$ cat src/rtl/core/rotary_detent_gesture_accumulator_assert.svh
// Assertion macros shared by the rotary detent gesture accumulator RTL.
`ifndef ROTARY_DETENT_GESTURE_ACCUMULATOR_ASSERT_SVH
`define ROTARY_DETENT_GESTURE_ACCUMULATOR_ASSERT_SVH
`ifndef SYNTHESIS
`define RDGA_ASSERT(label, expr) \
	label: assert property (@(posedge clk) disable iff (!arst_n) (expr)) \
		else $error("rdga assertion failed");
`define RDGA_ASSERT_NEXT(label, trig, cons) \
	label: assert property (@(posedge clk) disable iff (!arst_n) (trig) |=> (cons)) \
		else $error("rdga assertion failed");
`else
`define RDGA_ASSERT(label, expr)
`define RDGA_ASSERT_NEXT(label, trig, cons)
`endif
`endif

$ cat src/rtl/core/rdga_pkg.sv
// Package with command codes, widths and helpers for the rotary detent gesture accumulator.
package rdga_pkg;

	localparam int DETENT_W = 7;
	localparam int CLICK_W  = 8;
	localparam int TOTAL_W  = 32;
	localparam int LEFT_W   = 3;

	localparam logic [DETENT_W-1:0] DETENT_SAT = 7'd127;

	typedef enum logic [2:0] {
		CMD_POLL       = 3'd0,
		CMD_PRESS_DOWN = 3'd1,
		CMD_PRESS_UP   = 3'd2,
		CMD_CLICK      = 3'd3,
		CMD_DOUBLE     = 3'd4,
		CMD_LONG       = 3'd5,
		CMD_TAKE       = 3'd6
	} cmd_t;

	// Saturating add of a detent amount to a detent counter.
	function automatic logic [DETENT_W-1:0] sat_add(input logic [DETENT_W-1:0] cnt,
			input logic [DETENT_W-1:0] amt);
		logic [DETENT_W:0] s;
		s = {1'b0, cnt} + {1'b0, amt};
		return s[DETENT_W] ? DETENT_SAT : s[DETENT_W-1:0];
	endfunction

endpackage

$ cat src/rtl/core/rotary_detent_gesture_accumulator.sv
// Top level of the rotary detent gesture accumulator.
// A take beat is held in the input stage, then loaded into the output register.
// Throughput: one input beat per cycle; every command updates state in one pass.
// A take stalls only while the single output register still holds an untaken beat.
// Reset (arst_n, asynchronous, active low) clears all counters, totals and flags.
`include "rotary_detent_gesture_accumulator_assert.svh"
module rotary_detent_gesture_accumulator #(
	parameter int COUNTS_PER_DETENT = 4
) (
	input  logic        clk,
	input  logic        arst_n,
	input  logic        in_valid,
	output logic        in_ready,
	input  logic [2:0]  cmd,
	input  logic signed [31:0] count_total,
	output logic        out_valid,
	input  logic        out_ready,
	output logic [6:0]  cw_detents,
	output logic [6:0]  ccw_detents,
	output logic [6:0]  cw_detents_held,
	output logic [6:0]  ccw_detents_held,
	output logic [7:0]  clicks,
	output logic [7:0]  double_clicks,
	output logic [7:0]  long_presses,
	output logic        button_held
);

	localparam int DW = rdga_pkg::DETENT_W;
	localparam int CW = rdga_pkg::CLICK_W;
	localparam int TW = rdga_pkg::TOTAL_W;
	localparam int LW = rdga_pkg::LEFT_W;
	localparam int QK = 12;
	localparam logic [QK:0] RECIP = (QK+1)'(((1 << QK) + COUNTS_PER_DETENT - 1)
		/ COUNTS_PER_DETENT);
	localparam logic [9:0] SAT_MAG = 10'(128 * COUNTS_PER_DETENT);

	// Input stage.
	logic               valid_s1;
	rdga_pkg::cmd_t     cmd_s1;
	logic [TW-1:0]      total_s1;

	// Accumulator state.
	logic [TW-1:0]      last_total_q;
	logic signed [LW-1:0] leftover_q;
	logic [DW-1:0]      cw_q, ccw_q, cw_held_q, ccw_hold_q;
	logic [CW-1:0]      click_q, double_q, long_q;
	logic               held_q, turned_q;

	logic               out_free, s1_fire;

	assign out_free = !out_valid || out_ready;
	assign s1_fire  = valid_s1 && (cmd_s1 != rdga_pkg::CMD_TAKE || out_free);
	assign in_ready = !valid_s1 || s1_fire;

	always_ff @(posedge clk or negedge arst_n) begin
		if (!arst_n) begin
			valid_s1 <= 1'b0;
		end else if (in_ready) begin
			valid_s1 <= in_valid;
		end
	end

	always_ff @(posedge clk) begin
		if (in_valid && in_ready) begin
			cmd_s1   <= rdga_pkg::cmd_t'(cmd);
			total_s1 <= count_total;
		end
	end

	// Poll arithmetic.
	logic [TW-1:0] delta;
	logic [TW:0]   sum, mag;
	logic          neg, big, nz;
	logic [1:0]    rem;
	logic [22:0]   prod;
	logic [DW-1:0] amount;
	logic [LW-1:0] leftover_next;

	assign delta = total_s1 - last_total_q;
	assign sum   = {{(TW+1-LW){leftover_q[LW-1]}}, leftover_q} + {delta[TW-1], delta};
	assign neg   = sum[TW];
	assign mag   = neg ? (~sum + 1'b1) : sum;

	generate
		if (COUNTS_PER_DETENT == 3) begin : g_mod3
			logic [TW+1:0] mag_pad;
			logic [5:0]    dsum;
			logic [3:0]    fold;
			assign mag_pad = {1'b0, mag};
			always_comb begin
				dsum = '0;
				for (int i = 0; i < (TW + 2) / 2; i++) begin
					dsum = dsum + 6'(mag_pad[2*i +: 2]);
				end
				fold = 4'(dsum[1:0]) + 4'(dsum[3:2]) + 4'(dsum[5:4]);
				if (fold >= 4'd6) begin
					fold = fold - 4'd6;
				end
				if (fold >= 4'd3) begin
					fold = fold - 4'd3;
				end
				rem = fold[1:0];
			end
		end else begin : g_pow2
			assign rem = mag[1:0] & 2'(COUNTS_PER_DETENT - 1);
		end
	endgenerate

	assign big    = (|mag[TW:10]) || (mag[9:0] >= SAT_MAG);
	assign prod   = {13'd0, mag[9:0] - 10'(rem)} * {10'd0, RECIP};
	assign amount = big ? rdga_pkg::DETENT_SAT : prod[QK +: DW];
	assign nz     = big || (prod[QK +: DW] != '0);
	assign leftover_next = neg ? (~{1'b0, rem} + 1'b1) : {1'b0, rem};

	// State update.
	always_ff @(posedge clk or negedge arst_n) begin
		if (!arst_n) begin
			last_total_q <= '0;
			leftover_q   <= '0;
			cw_q         <= '0;
			ccw_q        <= '0;
			cw_held_q    <= '0;
			ccw_hold_q   <= '0;
			click_q      <= '0;
			double_q     <= '0;
			long_q       <= '0;
			held_q       <= 1'b0;
			turned_q     <= 1'b0;
		end else if (s1_fire) begin
			case (cmd_s1)
				rdga_pkg::CMD_POLL: begin
					last_total_q <= total_s1;
					leftover_q   <= leftover_next;
					if (nz) begin
						if (held_q) begin
							turned_q <= 1'b1;
							if (neg) begin
								ccw_hold_q <= rdga_pkg::sat_add(ccw_hold_q, amount);
							end else begin
								cw_held_q <= rdga_pkg::sat_add(cw_held_q, amount);
							end
						end else if (neg) begin
							ccw_q <= rdga_pkg::sat_add(ccw_q, amount);
						end else begin
							cw_q <= rdga_pkg::sat_add(cw_q, amount);
						end
					end
				end
				rdga_pkg::CMD_PRESS_DOWN: begin
					held_q   <= 1'b1;
					turned_q <= 1'b0;
				end
				rdga_pkg::CMD_PRESS_UP: begin
					held_q <= 1'b0;
				end
				rdga_pkg::CMD_CLICK: begin
					if (!turned_q) begin
						click_q <= click_q + 1'b1;
					end
				end
				rdga_pkg::CMD_DOUBLE: begin
					if (!turned_q) begin
						double_q <= double_q + 1'b1;
					end
				end
				rdga_pkg::CMD_LONG: begin
					long_q <= long_q + 1'b1;
				end
				rdga_pkg::CMD_TAKE: begin
					cw_q       <= '0;
					ccw_q      <= '0;
					cw_held_q  <= '0;
					ccw_hold_q <= '0;
					click_q    <= '0;
					double_q   <= '0;
					long_q     <= '0;
				end
				default: begin
				end
			endcase
		end
	end

	// Output register.
	logic load_out;
	assign load_out = s1_fire && cmd_s1 == rdga_pkg::CMD_TAKE;

	always_ff @(posedge clk or negedge arst_n) begin
		if (!arst_n) begin
			out_valid <= 1'b0;
		end else if (load_out) begin
			out_valid <= 1'b1;
		end else if (out_ready) begin
			out_valid <= 1'b0;
		end
	end

	always_ff @(posedge clk) begin
		if (load_out) begin
			cw_detents       <= cw_q;
			ccw_detents      <= ccw_q;
			cw_detents_held  <= cw_held_q;
			ccw_detents_held <= ccw_hold_q;
			clicks           <= click_q;
			double_clicks    <= double_q;
			long_presses     <= long_q;
			button_held      <= held_q;
		end
	end

	logic leftover_ok, press_fire;
	assign leftover_ok = (int'(leftover_q) < COUNTS_PER_DETENT)
		&& (int'(leftover_q) > -COUNTS_PER_DETENT);
	assign press_fire = s1_fire && cmd_s1 == rdga_pkg::CMD_PRESS_DOWN;

	`RDGA_ASSERT(a_leftover_range, leftover_ok)
	`RDGA_ASSERT_NEXT(a_press_clears_turned, press_fire, held_q && !turned_q)
	`RDGA_ASSERT(a_stall_blocks_input, !(valid_s1 && !s1_fire) || !in_ready)

endmodule

$ cat config.mk
export PLATFORM = sky130hd
export DESIGN_NAME = rotary_detent_gesture_accumulator
export DESIGN_NICKNAME = d
export VERILOG_FILES = /design/src/rtl/core/rdga_pkg.sv /design/src/rtl/core/rotary_detent_gesture_accumulator.sv
export VERILOG_INCLUDE_DIRS = /design/src /design/src/rtl/core
export SDC_FILE = /design/constraint.sdc
export NUM_CORES = 1
export LEC_CHECK = 0
export ABC_AREA = 1
export BUFFER_PORTS_ARGS = -buffer_cell sky130_fd_sc_hd__buf_2
export CORE_UTILIZATION = 30
export DETAILED_ROUTE_END_ITERATION = 12
export PLACE_DENSITY = 0.45
export SLEW_MARGIN = 20
export SYNTH_ARGS = -nofsm -noshare
export SYNTH_HDL_FRONTEND = slang
export SYNTH_SLANG_ARGS = --single-unit
$ cat constraint.sdc
create_clock -name clk -period 14.9 [get_ports clk]
set_input_delay 1.49 -clock clk [delete_from_list [all_inputs] [get_ports clk]]
set_output_delay 1.49 -clock clk [all_outputs]
set_load 0.01 [all_outputs]
==> results of run 1 <==
-- final cells by class --
| cell class | count | area (sq um) |
|---|---|---|
| clock buffers | 17 | 425 |
| fillers | 4561 | 27600 |
| clock inverters | 15 | 181 |
| repair buffers | 102 | 536 |
| inverters | 272 | 1020 |
| well taps | 577 | 722 |
| multi-input cells | 1285 | 6980 |
| flip-flops and latches | 179 | 4920 |
-- path summary, 6_finish.rpt --
check	to	slack [ns]
min in group asynchronous	double_q[3]$_DFFE_PN0P_	0.96
setup / recovery	ccw_q[1]$_DFFE_PN0P_	6.42
hold reg to reg	button_held$_DFFE_PP_	0.46
max in group asynchronous	last_total_q[1]$_DFFE_PN0P_	12.74
setup reg to reg	ccw_q[1]$_DFFE_PN0P_	6.42
hold / removal	button_held$_DFFE_PP_	0.46
-- worst max-delay path: cells and delay by family (launching register included) --
family	cells	cell delay [ns]
AOI/OAI and AO/OA	14	3.32
xor gates and xnor gates	1	0.09
adders and majority gates	3	1.21
buffers and inverters	6	0.81
DFF	1	0.39
and+or+nand+nor	22	2.52
-- flip-flops by register name, indices dropped and copies added (netlist names), 8 cells and up --
| signal | count |
|---|---|
| double_clicks | 8 |
| double_q | 8 |
| clicks | 8 |
| last_total_q | 32 |
| total_s1 | 32 |
| long_presses | 8 |
| long_q | 8 |
| click_q | 8 |
-- cell families (layout without fill, tap and decap cells) --
logic type / count (synthesis) / count (layout) / share of synthesized area
buffers and inverters: 295 / 406 / 0.0879
xor gates and xnor gates: 54 / 54 / 0.0363
adders and majority gates: 102 / 102 / 0.101
AOI/OAI and AO/OA: 225 / 225 / 0.0941
DFF: 179 / 179 / 0.377
and+or+nand+nor: 904 / 904 / 0.303
-- synthesized netlist by cell type (2+ instances only) --
cell / instances
sky130_fd_sc_hd__nand2_1: 521
sky130_fd_sc_hd__nand3b_1: 10
sky130_fd_sc_hd__o21a_1: 6
sky130_fd_sc_hd__o21bai_1: 6
sky130_fd_sc_hd__or2_2: 4
sky130_fd_sc_hd__xor2_1: 38
sky130_fd_sc_hd__fa_1: 6
sky130_fd_sc_hd__nand2_2: 18
sky130_fd_sc_hd__nor2_1: 139
sky130_fd_sc_hd__buf_4: 6
sky130_fd_sc_hd__inv_2: 19
sky130_fd_sc_hd__nand3_1: 111
sky130_fd_sc_hd__edfxtp_1: 88
sky130_fd_sc_hd__xnor2_1: 16
sky130_fd_sc_hd__a31oi_1: 13
sky130_fd_sc_hd__inv_1: 251
sky130_fd_sc_hd__o21ai_0: 89
sky130_fd_sc_hd__clkinv_1: 2
sky130_fd_sc_hd__nor3_1: 17
sky130_fd_sc_hd__a211oi_1: 2
sky130_fd_sc_hd__dfrtp_1: 91
sky130_fd_sc_hd__nand3_2: 12
sky130_fd_sc_hd__and2_1: 5
sky130_fd_sc_hd__nor2_2: 11
sky130_fd_sc_hd__clkbuf_1: 11
sky130_fd_sc_hd__ha_1: 96
sky130_fd_sc_hd__o211ai_1: 2
sky130_fd_sc_hd__a21boi_0: 6
sky130_fd_sc_hd__a21oi_1: 89
sky130_fd_sc_hd__buf_1: 3
sky130_fd_sc_hd__o31ai_1: 5
sky130_fd_sc_hd__nor3_2: 3
sky130_fd_sc_hd__a21o_1: 4
sky130_fd_sc_hd__buf_6: 2
sky130_fd_sc_hd__nor2_4: 4
sky130_fd_sc_hd__nand4_1: 47
-- per-layer routing --
metal	share of wire	global-route usage	vias up	wire length (um)
li1	-	-	5933	-
met1	0.49	0.212	5052	16300
met2	0.45	0.259	196	15100
met3	0.037	0.0274	35	1240
met4	0.024	0.0607	0	810
met5	0	0	-	0
-- cells in the final DEF (no fill, tap or decap), types with 4 or more instances in the layout --
master,n
sky130_fd_sc_hd__dfrtp_1,91
sky130_fd_sc_hd__nand3_2,12
sky130_fd_sc_hd__clkinv_8,4
sky130_fd_sc_hd__nand2_2,18
sky130_fd_sc_hd__nor2_4,6
sky130_fd_sc_hd__inv_8,6
sky130_fd_sc_hd__nor2_1,137
sky130_fd_sc_hd__a31oi_1,13
sky130_fd_sc_hd__nor2_2,11
sky130_fd_sc_hd__xor2_1,38
sky130_fd_sc_hd__a21o_1,4
sky130_fd_sc_hd__nand3_1,111
sky130_fd_sc_hd__o21a_1,6
sky130_fd_sc_hd__inv_1,251
sky130_fd_sc_hd__o21bai_1,6
sky130_fd_sc_hd__fa_1,6
sky130_fd_sc_hd__nand3b_1,10
sky130_fd_sc_hd__o21ai_0,89
sky130_fd_sc_hd__edfxtp_1,88
sky130_fd_sc_hd__xnor2_1,16
sky130_fd_sc_hd__a21boi_0,6
sky130_fd_sc_hd__ha_1,96
sky130_fd_sc_hd__or2_2,4
sky130_fd_sc_hd__nor3_1,17
sky130_fd_sc_hd__a21oi_1,89
sky130_fd_sc_hd__nand4_1,47
sky130_fd_sc_hd__and2_1,5
sky130_fd_sc_hd__clkbuf_16,17
sky130_fd_sc_hd__buf_2,92
sky130_fd_sc_hd__o31ai_1,5
sky130_fd_sc_hd__inv_2,19
sky130_fd_sc_hd__nand2_1,521
sky130_fd_sc_hd__buf_4,10
-- through the flow --
| step | instance area [sq um] | util |
|---|---|---|
| floorplan | 13000 | - |
| global placement | 14200 | 0.334 |
| detailed placement | 14200 | 0.334 |
| CTS | 14800 | 0.349 |
| global route | 14800 | 0.349 |
| finish | 14800 | 0.349 |
==> results.md, run 1 <==
- Status: completed
- Hold-fix buffers at CTS: 0
- Worst Hold Depth: 0
- Ratio of routed vias to standard cells: 4.58
- Mean routed wirelength per cell: 13.7 um
- Gates resized, CTS repair: 0
- Final Skew: 0.0174 ns
- Fraction of the yosys area taken by sequential cells: 0.377
- Number of enable-type register cells in the synthesized netlist: 88
- Fraction of registers with async set/reset: 0.508
- Number of slew-limit violations in the final report: 0
- Pre-CTS WS: 6.31 ns
- Maximum cell stage delay along the critical path: 0.51 ns
- Count of final setup violators: 0
- Placed insts: 2415
- Horiz. Die Dim: 210 um
- Critical Path AT: 8.84 ns
- Initial DRC count: 581
- Fin crit period: 8.48 ns
- Final total negative setup slack: 0 ns
- Port buffer count: 93
- Worst r2r path cells: 46
- Die area: 44300 sq um
- Critical path endpoint category: flop
- Antenna diode count: 0
- Routability-driven placement congestion ratio: 0.956
- Max Root-Sink Buffers: 2
- Global-route wire length before repair: 55400 um
- Largest net degree at the start of global routing: 62
- Synthesis-to-finish area growth: 13.5%
- Placeable core area: 42400 sq um
- Vias after detailed routing: 11216
- Relative slew slack: 0.474
- Final critical-path setup slack: 6.42 ns
- Post-synth top flop: sky130_fd_sc_hd__dfrtp_1
- Grt total ovfl: 0
- I/O pin count: 94
- Final routed wirelength across all metal layers: 33500 um
- Buffer cell driving the clock tree root: sky130_fd_sc_hd__clkbuf_16
- CTS buffer count: 17
- Post-Syn Instances: 1759
- Deepest level of the CTS H-tree: 4
- Postcts setup bufs: 0
- Unrepaired setup endpoints after global routing: false
- Combined area of all synthesized cells: 13000 sq um
- Clock tree from TritonCTS: yes
- Number of distinct library cells after synthesis: 42
- Hold WC Path Type: flop to flop
- Type of element launching the critical path: flop
- Vias in the first global route: 10724
- Max capacitance violation total: 0
- Final Hold Violating Endpoints: 0
- Remaining DRCs: 0
- Count of yosys warnings during synthesis: 0
- Fmax achieved: 118 MHz
- Cell type of the slowest stage on the worst timing path: sky130_fd_sc_hd__a21boi_0
- Kind of critical path: flop to flop
- Count of clock tree sinks: 179
- GR Util All Layers: 0.160
- Clock-pin slew on the worst setup and hold paths: 0.08 ns
- Post-Syn Nets: 1900
- CP Launch Point: total_s1[2]$_DFFE_PP_
- Maximum fanout encountered on the critical timing path: 47
- Most numerous cell on the critical path: sky130_fd_sc_hd__nand2_1
- Period utilisation layout: 0.569
- Synthesized area per cell: 7.41 sq um
- Antenna Nets Post-Route: 0
- Insertion delay of the later-clocked pin in the worst-skew pair: 0.48 ns
- Fraction of layout cells with a size suffix above 1: 0.112
- Post-synthesis cell type with the largest combined area: sky130_fd_sc_hd__edfxtp_1
- Leading cell types by total area after synthesis: sky130_fd_sc_hd__edfxtp_1 20%, sky130_fd_sc_hd__dfrtp_1 17%, sky130_fd_sc_hd__nand2_1 15%
- Proportion of netlist area held by the largest area contributor: 0.203
- DRT Pass-1 Iters: 7
- Post-layout instance count excluding filler cells: 2447
- WHS: 0.457 ns
- Vertical extent of the die: 210 um
- Nets: 1998
- Min-Delay Startpoint: held_q$_DFFE_PN0P_
- Number of synthesized register bits: 179
- Required time at the endpoint of the critical path: 15.27 ns
- Final HPWL from detailed placement: 26600 um
- Actual slew at the worst max-slew pin: 0.789 ns
- Number of antenna violations at the first check in global routing: 0
- Starting density of the core: 0.307
- Startpoint of the lowest-slack register-to-register path: total_s1[2]$_DFFE_PP_
- Number of rows in the core area: 75
Power of run 1 is left out: the tool's default activity adds up to more than one toggle a clock period on the data nets, which glitch-free logic cannot reach.
==> run 2: changes to the inputs <==
--- a/config.mk
+++ b/config.mk
@@ -10,7 +10,7 @@
 export BUFFER_PORTS_ARGS = -buffer_cell sky130_fd_sc_hd__buf_2
 export CORE_UTILIZATION = 30
 export DETAILED_ROUTE_END_ITERATION = 12
-export PLACE_DENSITY = 0.45
+export PLACE_DENSITY = 0.47
 export SLEW_MARGIN = 20
 export SYNTH_ARGS = -nofsm -noshare
 export SYNTH_HDL_FRONTEND = slang
==> constraint.sdc (replaced) <==
create_clock -name clk -period 7.2 [get_ports clk]
set_input_delay 0.72 -clock clk [delete_from_list [all_inputs] [get_ports clk]]
set_output_delay 0.72 -clock clk [all_outputs]
set_load 0.01 [all_outputs]
==> run 2 against run 1 <==
Compared with the run above:
- flip-flop and latch count unchanged
- setup slack worse by 6.1 ns
- die area unchanged
==> results.md, run 2 (synthesis gave the netlist of run 1 again) <==
- Kind of critical path: flop to flop
- Fraction of layout cells with a size suffix above 1: 0.222
- Clock tree from TritonCTS: yes
- Vias in the first global route: 11063
- Ratio of routed vias to standard cells: 4.50
- Routability-driven placement congestion ratio: 0.842
- Count of final setup violators: 0
- Unrepaired setup endpoints after global routing: true
- Largest delay share family, worst path: simple AND/OR/NAND/NOR gates
- Number of rows in the core area: 75
- Leading cell type in the layout, fill and taps excluded: sky130_fd_sc_hd__nand2_1
- Vertical extent of the die: 210 um
- CTS buffer count: 17
- Initial DRC count: 473
- Hold WC Path Type: input pin to async pin
- Placed insts: 2528
- Post-layout instance count excluding filler cells: 2579
- Final HPWL from detailed placement: 25500 um
- Nets: 2130
- Die area: 44300 sq um
- Clock-pin slew on the worst setup and hold paths: 0.08 ns
- I/O pin count: 94
- Max Root-Sink Buffers: 2
- Buffer cell driving the clock tree root: sky130_fd_sc_hd__clkbuf_16
- Critical Path AT: 7.31 ns
- Global-route wire length before repair: 53900 um
- Final-layout fill cell count: 4494
- Port buffer count: 93
- Count of clock tree sinks: 179
- Biggest regs: last_total_q (32), total_s1 (32)
- Maximum fanout encountered on the critical timing path: 12
- Antenna Nets Post-Route: 0
- Grt total ovfl: 0
- Starting density of the core: 0.307
- Final routed wirelength across all metal layers: 32700 um
- Cell type of the slowest stage on the worst timing path: sky130_fd_sc_hd__edfxtp_1
- Fmax achieved: 144 MHz
- Number of antenna violations at the first check in global routing: 0
- Synthesis-to-finish area growth: 25.7%
- Most numerous cell on the critical path: sky130_fd_sc_hd__nand2_2
- Sequential Area: 4920 sq um
- Fin crit period: 6.92 ns
- Number of slew-limit violations in the final report: 0
- DRT Pass-1 Iters: 5
- Critical path buffers and inverters: 12
- Remaining DRCs: 0
- Deepest level of the CTS H-tree: 4
- Type of element launching the critical path: flop
- Required time at the endpoint of the critical path: 7.59 ns
- Critical path endpoint category: flop
- Multi-input logic area: 7470 sq um
- Relative slew slack: 0.305
- Antenna diode count: 0
- Period utilisation layout: 0.961
- Horiz. Die Dim: 210 um
- Most frequent cells in the layout: 505 x sky130_fd_sc_hd__nand2_1, 239 x sky130_fd_sc_hd__inv_1, 131 x sky130_fd_sc_hd__nor2_1
- Insertion delay of the later-clocked pin in the worst-skew pair: 0.50 ns
- Vias after detailed routing: 11609
- Actual slew at the worst max-slew pin: 1.04 ns
- Maximum cell stage delay along the critical path: 0.38 ns
- Final Hold Violating Endpoints: 0
- Placeable core area: 42400 sq um
- Hold-fix buffers at CTS: 0
- Status: completed
- GR Util All Layers: 0.153
- Final Skew: 0.0195 ns
- Largest net degree at the start of global routing: 62
- Max capacitance violation total: 0
- Mean routed wirelength per cell: 12.7 um
==> run 2: worst paths after layout <==
check / start / endpoint / slack [ns] / depth (start not counted)
worst max-delay path: total_s1[0]$_DFFE_PP_ / cw_q[1]$_DFFE_PN0P_ / 0.28 / 56
worst min-delay path: arst_n / long_q[7]$_DFFE_PN0P_ / 0.17 / 1
worst max register to register: total_s1[0]$_DFFE_PP_ / cw_q[1]$_DFFE_PN0P_ / 0.28 / 56
worst min register to register: long_q[2]$_DFFE_PN0P_ / long_presses[2]$_DFFE_PP_ / 0.45 / 0
max in group asynchronous: arst_n / last_total_q[28]$_DFFE_PN0P_ / 5.82 / 2
min in group clk: count_total[30] / total_s1[30]$_DFFE_PP_ / 0.39 / 1
==> run 2: timing repair <==
action                                 in CTS  in global routing
pin swaps                                   1                 90
setup endpoints to repair                  28                 28
resized for setup                          12                150
endpoints found under the hold margin       0                  0
buffers inserted                            0                 19
gates cloned                                0                  2
==> run 2: layer usage <==
metal  global-route usage  vias up  wire length, um
li1                     -     6196                -
met1                0.195     5246            15700
met2                0.257      131            15500
met3               0.0270       36              877
met4               0.0592        0              668
met5                    0        -                0
==> run 2: worst reg2reg max path, delay by kind of cell (launching register included) <==
kind / cells / cell delay, ns
AOI/OAI and AO/OA: 8 / 1.07
xor gates and xnor gates: 2 / 0.41
adders and majority gates: 4 / 1.10
buffers and inverters: 12 / 1.27
DFF: 1 / 0.38
and+or+nand+nor: 30 / 2.58
==> run 2: area by class of cell <==
cell class / instances / share of cell area
repair buffers: 234 / 0.0999
flip-flops and latches: 179 / 0.300
clock buffers: 17 / 0.0260
inverters: 272 / 0.0626
multi-input cells: 1285 / 0.456
well taps: 577 / 0.0441
clock inverters: 15 / 0.0108
==> run 2: per-stage QoR <==
step	setup slack, ns	area, sq um	utilization	setup TNS (ns)	hold WS, ns
finish	0.279	16400	0.386	0	0.170
global route	-0.288	16400	0.386	-4.62	0.175
CTS	0.00551	15700	0.369	0	0.141
detailed placement	-0.340	15000	0.355	-6.41	0.438
global placement	-0.303	15000	0.355	-3.44	0.435
floorplan	0.482	13000	-	0	0.424
Power of run 2 is left out for the same reason.
